==> src/rtl/quaternion_to_euler_angles_macros.svh <==
// Assertion macros shared by the quaternion to Euler angle block.
`ifndef QUATERNION_TO_EULER_ANGLES_MACROS_SVH
`define QUATERNION_TO_EULER_ANGLES_MACROS_SVH

// Same-cycle implication, checked on every rising clock edge out of reset.
`define QTE_ASSERT_IMPL(lbl, ante, cons, msg) \
	lbl: assert property (@(posedge clk) disable iff (!arst_n) (ante) |-> (cons)) \
		else $error(msg);

// Next-cycle implication, checked on every rising clock edge out of reset.
`define QTE_ASSERT_NEXT(lbl, ante, cons, msg) \
	lbl: assert property (@(posedge clk) disable iff (!arst_n) (ante) |=> (cons)) \
		else $error(msg);

`endif

==> src/rtl/qte_pkg.sv <==
// Shared widths, types and the CORDIC angle table of the quaternion to Euler angle block.
package qte_pkg;

	// Field widths of the stream payloads.
	localparam int QW = 16;
	localparam int OW = 15;
	localparam int IN_TDATA_W = 4 * QW;
	localparam int OUT_TDATA_W = ((3 * OW + 7) / 8) * 8;

	// Front arithmetic: ratio operands, saturated asin argument and square root.
	localparam int RW = 36;
	localparam int SFRAC = 28;
	localparam int SW = SFRAC + 2;
	localparam int SQW = 2 * SW;
	localparam int SQN = SFRAC + 1;

	// Back arithmetic: normalization target, CORDIC datapath and angle accumulator.
	localparam int NORM_BIT = 40;
	localparam int NW = NORM_BIT + 1;
	localparam int CW = 45;
	localparam int AW = 34;
	localparam int ACC_FRAC = 30;
	localparam longint HALF_PI_ACC = 64'sd1686629713;

	// Queue between front and back.
	localparam int FIFO_DEPTH = 4;
	localparam int FIFO_AW = $clog2(FIFO_DEPTH);
	localparam int FIFO_CW = $clog2(FIFO_DEPTH + 1);

	// Defaults of the top-level parameters.
	localparam int CORDIC_ITERATIONS_DEF = 16;
	localparam int ANGLE_FRAC_BITS_DEF = 13;

	// One atan request, already classified and folded to a nonnegative x.
	typedef struct packed {
		logic zero_den;
		logic num_pos;
		logic num_neg;
		logic signed [RW-1:0] cx;
		logic signed [RW-1:0] cy;
	} qte_atan_t;

	// One queued request: the three angles of one quaternion.
	typedef struct packed {
		qte_atan_t roll;
		qte_atan_t pitch;
		qte_atan_t yaw;
	} qte_item_t;

	// Queue status seen by both sides.
	typedef struct packed {
		logic full;
		logic empty;
		logic [FIFO_CW-1:0] count;
	} qte_fifo_st_t;

	// atan(2^-i) scaled by 2^30, rounded to nearest.
	function automatic logic signed [AW-1:0] atan_tab(input int i);
		logic signed [AW-1:0] v;
		unique case (i)
			0: v = AW'(843314857);
			1: v = AW'(497837829);
			2: v = AW'(263043837);
			3: v = AW'(133525159);
			4: v = AW'(67021687);
			5: v = AW'(33543516);
			6: v = AW'(16775851);
			7: v = AW'(8388437);
			8: v = AW'(4194283);
			9: v = AW'(2097149);
			10: v = AW'(1048576);
			11: v = AW'(524288);
			12: v = AW'(262144);
			13: v = AW'(131072);
			14: v = AW'(65536);
			15: v = AW'(32768);
			16: v = AW'(16384);
			17: v = AW'(8192);
			18: v = AW'(4096);
			19: v = AW'(2048);
			20: v = AW'(1024);
			21: v = AW'(512);
			22: v = AW'(256);
			23: v = AW'(128);
			24: v = AW'(64);
			25: v = AW'(32);
			26: v = AW'(16);
			27: v = AW'(8);
			28: v = AW'(4);
			29: v = AW'(2);
			30: v = AW'(1);
			default: v = '0;
		endcase
		return v;
	endfunction

endpackage

==> src/rtl/qte_fifo.sv <==
// Short request queue between the front and the back of the block.
module qte_fifo (
	input  logic                  clk,
	input  logic                  arst_n,
	input  logic                  push,
	input  qte_pkg::qte_item_t    push_data,
	input  logic                  pop,
	output qte_pkg::qte_item_t    pop_data,
	output qte_pkg::qte_fifo_st_t status
);
	import qte_pkg::*;

	qte_item_t mem_q [FIFO_DEPTH];
	logic [FIFO_AW-1:0] wr_q;
	logic [FIFO_AW-1:0] rd_q;
	logic [FIFO_CW-1:0] cnt_q;

	// Storage; the caller never pushes when full nor pops when empty.
	always_ff @(posedge clk) begin
		if (push) begin
			mem_q[wr_q] <= push_data;
		end
	end

	// Pointers and fill count.
	always_ff @(posedge clk or negedge arst_n) begin
		if (!arst_n) begin
			wr_q <= '0;
			rd_q <= '0;
			cnt_q <= '0;
		end else begin
			if (push) begin
				wr_q <= wr_q + 1'b1;
			end
			if (pop) begin
				rd_q <= rd_q + 1'b1;
			end
			if (push && !pop) begin
				cnt_q <= cnt_q + 1'b1;
			end else if (pop && !push) begin
				cnt_q <= cnt_q - 1'b1;
			end
		end
	end

	assign pop_data = mem_q[rd_q];
	assign status.full = (cnt_q == FIFO_CW'(FIFO_DEPTH));
	assign status.empty = (cnt_q == '0);
	assign status.count = cnt_q;
endmodule

==> config.mk <==
export PLATFORM = sky130hd
export DESIGN_NAME = qte_fifo
export DESIGN_NICKNAME = d
export VERILOG_FILES = /design/src/rtl/quaternion_to_euler_angles_macros.svh /design/src/rtl/qte_pkg.sv /design/src/rtl/qte_fifo.sv
export SDC_FILE = /design/constraint.sdc
export NUM_CORES = 1
export LEC_CHECK = 0
export ABC_AREA = 1
export BUFFER_PORTS_ARGS = -buffer_cell sky130_fd_sc_hd__buf_2
export CORE_MARGIN = 2
export CORE_UTILIZATION = 40
export CTS_BUF_LIST = sky130_fd_sc_hd__clkbuf_2
export CTS_CLUSTER_SIZE = 10
export DETAILED_ROUTE_END_ITERATION = 8
export PLACE_DENSITY = 0.68
export SYNTH_ARGS = -nofsm -noshare
export SYNTH_HDL_FRONTEND = slang
export SYNTH_SLANG_ARGS = --single-unit
==> constraint.sdc <==
create_clock -name clk -period 9.1 [get_ports clk]
set_input_delay 0.455 -clock clk [delete_from_list [all_inputs] [get_ports clk]]
set_output_delay 0.455 -clock clk [all_outputs]
set_load 0.01 [all_outputs]
* Yosys cells after proc, flatten, opt, wreduce, memory -nomap -nowiden
Memories as Yosys holds them, arrays and structs flattened.
Index checks and enable logic that the tools add are counted.
** Word-level totals
- Bits in registers :: 7
- Memory bits (writable) :: 900
- Input bits :: 229
- Output and inout port bits :: 230
- Word-level logic and storage cells :: 19
- Memories kept :: 1
** Memories
- mem_q :: words 4, width 225, rd ports 1, clocked after Yosys merged registers in 0, write ports 1, RTL line qte_fifo.sv:13 : qte_item_t mem_q [FIFO_DEPTH];
** Operators by class
- Mux-type cells :: 4
- Reduce and logical (&&, ||, !) cells :: 6
- Equality and inequality tests :: 1
- Add/sub/neg operators :: 4
** Operator list (count)
- $mux 3 :: 2
- $add 2x1->2 const B :: 2
- $add 3x1->3 const B :: 1
- $eq 3x3->1 const B :: 1
- $logic_not 3->1 :: 1
- $sub 3x1->3 const B :: 1
- $logic_and 1x1->1 :: 2
- $logic_not 1->1 :: 2
- $mux 1 :: 2
- $reduce_bool 2->1 :: 1

* Longest topological paths before layout
- Depth after elaboration :: 4
- Depth in mapped cells :: 9
- Gate-level depth less buffers :: 9

* Worst setup path before layout
Ideal clock, no wire load.
- Path kind :: in2reg
- Start point :: input push
- End point :: memory mem_q[1][0] (netlist bit) (enable)
- Setup time :: 0.577 ns
- Data arrival time :: 5.093 ns
- Setup slack :: 3.430 ns
- Cell stages on the path :: 3
- Path buffers :: 1
- Data required time :: 8.523 ns
- Cells stage by stage :: clkbuf_1 > nand2_1 > inv_1
** On the way
- Longest elaborated chain between the ends :: 2
** Ends and longest elaborated chain
- start, declared :: RTL line qte_fifo.sv:5 : input logic push,
- $mux 1 :: RTL line qte_fifo.sv:20 : if (push) begin
- $mux 1 (not written as such) :: RTL line qte_fifo.sv:21 : mem_q[wr_q] <= push_data;
- end, declared :: RTL line qte_fifo.sv:13
No other way between the ends.

==> flow_metrics.env <==
export IMPL_drt_total_wl_um=83900
export IMPL_vias=23900
export IMPL_fp_dieW_um=303
export IMPL_r2r_start="wr_q[0]"
export IMPL_grt_first_pass_wirelength_um=127000
export IMPL_rrSetupSlack_ns=6.10
export IMPL_seqCellArea_sq_mm=0.0272
export IMPL_hold_path_depth=3
export IMPL_netlist_area_leader_share=0.755
export IMPL_wl_per_cell_um=16.8
export IMPL_coreArea_sq_mm=0.0885
export IMPL_htree_levels=4
export IMPL_grt_usage=0.180
export IMPL_first_pass_iters=8
export IMPL_gp_congestion=0.787
export IMPL_grt_overflow=0
export IMPL_arrival_ns=4.44
export IMPL_nets=3915
export IMPL_path_class="reg -> out"
export IMPL_cts_sinks=907
export IMPL_synth_area_leaders="edfxtp_1 (75%), o211ai_1 (9.4%), nand2_1 (7.2%)"
export IMPL_critPathLaunchType="flip-flop"
export IMPL_met3_length_um=6010
export IMPL_required_ns=8.65
export IMPL_synth_nets=2907
export IMPL_die_area_sq_mm=0.0919
export IMPL_syn_area_sq_mm=0.0358
export IMPL_synthCells=2672
export IMPL_tns_ns=0
export IMPL_synthTopCellsByCount="edfxtp_1 (900), nand2_1 (688), inv_1 (461)"
export IMPL_synth_main_ff_cell="edfxtp_1"
export IMPL_synth_top_cell_by_area="edfxtp_1"
export IMPL_peakVddDrop_mv=0.257
export IMPL_tightest_slew_ns=1.05
export IMPL_p_sw_frac=0.387
export IMPL_slowest_stage="dfrtp_4"
export IMPL_netlist_cell_type_count=18
export IMPL_ys_seq_elements=907
export IMPL_syn_area_per_cell_sq_um=13.4
export IMPL_synthArstFlopShare=0.00772
export IMPL_synth_most_common_cell="edfxtp_1"
export IMPL_viasPerCell=4.78
export IMPL_p_per_area_mw_per_mm2=285
export IMPL_first_global_vias=24300
export IMPL_ctsHoldBuffers=458
export IMPL_initial_utilization=0.405
export IMPL_hold_class="in -> reg"
export IMPL_post_cts_buffers=0
export IMPL_clk_path_buf_depth=3
export IMPL_rsz0062_at_grt="false"
export IMPL_skew_ns=0.0794
export IMPL_slew_limit_headroom=0.299
export IMPL_p_clk_frac=0.197
export IMPL_fin_crit_ns=4.90
export IMPL_drtIter0Drc=1484
export IMPL_final_cells=5000
export IMPL_seqPwrFrac=0.440
export IMPL_grt_max_degree=232
export IMPL_critPathTopFamily="buffers and inverters"
export IMPL_status="finished clean"
export IMPL_drt_met1_wl_um=31700
export IMPL_reg2reg_depth=5
export IMPL_insertion_delay_ns=1.42
export IMPL_rr_endpoint="mem_q[3][114]"
export IMPL_io_buffers=458
export IMPL_fin_crit_sh=0.538
export IMPL_fillCellCount=7374
export IMPL_cts_resized=0
export IMPL_placed_cells=4164
export IMPL_crit_buf_inv=3
export IMPL_end_kind="output port"
export IMPL_crit_fanout=231
export IMPL_power_share_combinational=0.363
export IMPL_ant_nets=0
export IMPL_tritoncts="done"
export IMPL_area_growth_pct=27.1
export IMPL_drc=0
export IMPL_crit_path_frequent_cell="nand2_1"
export IMPL_max_stage_delay_ns=0.77
export IMPL_synth_warning_count=0
export IMPL_std_cell_rows=109
export IMPL_finalHoldViolCount=0
export IMPL_routed_wl_met2_um=43400
export IMPL_cts_buffers=221
export IMPL_crit_path_cell_trace="buf_4 > buf_12 > nand2_1 > o211ai_1 > nand2_1 > buf_2"
export IMPL_fmax_mhz=204
export IMPL_die_height_um=303
export IMPL_hold_path_endpoint="mem_q[0][121]"
export IMPL_cap_violations=0
export IMPL_yosysSeqAreaShare=0.760
export IMPL_clk_pin_slew_ns=0.13
export IMPL_synth_edf_count=900
export IMPL_cts_root_buf="clkbuf_2"
export IMPL_p_int_uw=7950
export IMPL_dp_final_hpwl_um=45100
export IMPL_dr_max_layer_used="met4"
export IMPL_grt_antenna_before_repair=7
export IMPL_hp_start="push_data[121]"
export IMPL_power_leakage_uw=0.0185
export IMPL_multi_input_area_sq_mm=0.00610
export IMPL_ios=459
export IMPL_drive_gt1_frac=0.213
export IMPL_switching_power_uw=5010
export IMPL_setup_viol=0
export IMPL_drv_slew=0
==> worst register-to-register path, cell delays in order (launching register included) <==
cell	delay, ns
dfrtp_1	0.43
ha_1	0.17
nand2_1	0.12
inv_8	0.50
buf_4	0.58
buf_4	0.73
==> placed cells by master (no fill, tap or decap) <==
cell type / instances
buf_12: 5
buf_2: 458
dfrtp_1: 5
inv_6: 1
fa_1: 1
xnor2_1: 1
diode_2: 6
clkinvlp_4: 4
nor3_1: 2
inv_1: 457
clkinv_2: 10
clkbuf_2: 308
buf_4: 14
xor2_1: 3
dfrtp_4: 2
clkinv_1: 41
nand4_1: 1
dlygate4sd3_1: 458
o21ai_0: 1
inv_2: 1
nand2_1: 688
ha_1: 5
clkinv_4: 3
bufinv_16: 1
inv_8: 8
nand3_1: 1
edfxtp_1: 900
o211ai_1: 450
==> worst max path at each step <==
stage / startpoint / end / slack (ns) / cells past startpoint
final: rd_q[0] / pop_data[150] / 4.20 / 6
after global routing: rd_q[0] / pop_data[102] / 3.72 / 6
after CTS: rd_q[1] / pop_data[148] / 3.89 / 5
after detailed placement: rd_q[1] / pop_data[148] / 5.64 / 5
after global placement: rd_q[1] / pop_data[44] / 5.66 / 5
after floorplan: push / mem_q[1][0] / 3.43 / 3
==> cell families (layout without fill, tap and decap cells) <==
family / after synthesis / in the layout / synth area share
other cells: 0 / 6 / 0
fa+ha+maj: 6 / 6 / 0.00231
buf+inv: 612 / 1769 / 0.0698
simple gates: 692 / 692 / 0.0727
flops: 907 / 907 / 0.760
xor+xnor: 4 / 4 / 0.000979
compound gates: 451 / 451 / 0.0945
==> through the flow <==
step           hold WS [ns]   util  instance area [sq um]  power, uW  setup slack [ns]
6_report              0.322  0.514                  45500      13000              4.20
5_1_grt               0.111  0.514                  45500      13800              3.72
4_1_cts             0.00825  0.514                  45500      13100              3.89
3_5_place_dp          0.311  0.441                  39000      10400              5.64
3_3_place_gp          0.312  0.441                  39000      10300              5.66
2_1_floorplan         0.159      -                  35800       8790              3.43
==> metal layers <==
layer,vias up,GRT usage
li1,11500,-
met1,11400,0.197
met2,802,0.319
met3,205,0.0513
met4,0,0.0907
met5,-,0
==> final cells by class <==
type / count / share of cell area
clock buffer: 308 / 0.0339
inverter: 462 / 0.0389
sequential: 907 / 0.598
timing repair buffer: 935 / 0.156
clock inverter: 64 / 0.00739
multi-input combinational: 1153 / 0.134
tap: 1165 / 0.0320
antenna: 6 / 0.000330
==> power groups by stage <==
stage | Clock [uW] | Combinational [uW] | Sequential, uW
after floorplan | 0 | 2940 | 5850
after global placement | 0 | 4530 | 5780
after detailed placement | 0 | 4580 | 5800
after CTS | 2640 | 4750 | 5700
after global routing | 2840 | 5200 | 5770
final | 2550 | 4700 | 5710
==> registers in the layout, indices dropped and copies added (netlist names) <==
signal / cells
cnt_q: 3
mem_q: 900
rd_q: 2
wr_q: 2
(Power assumes the default switching activity.)
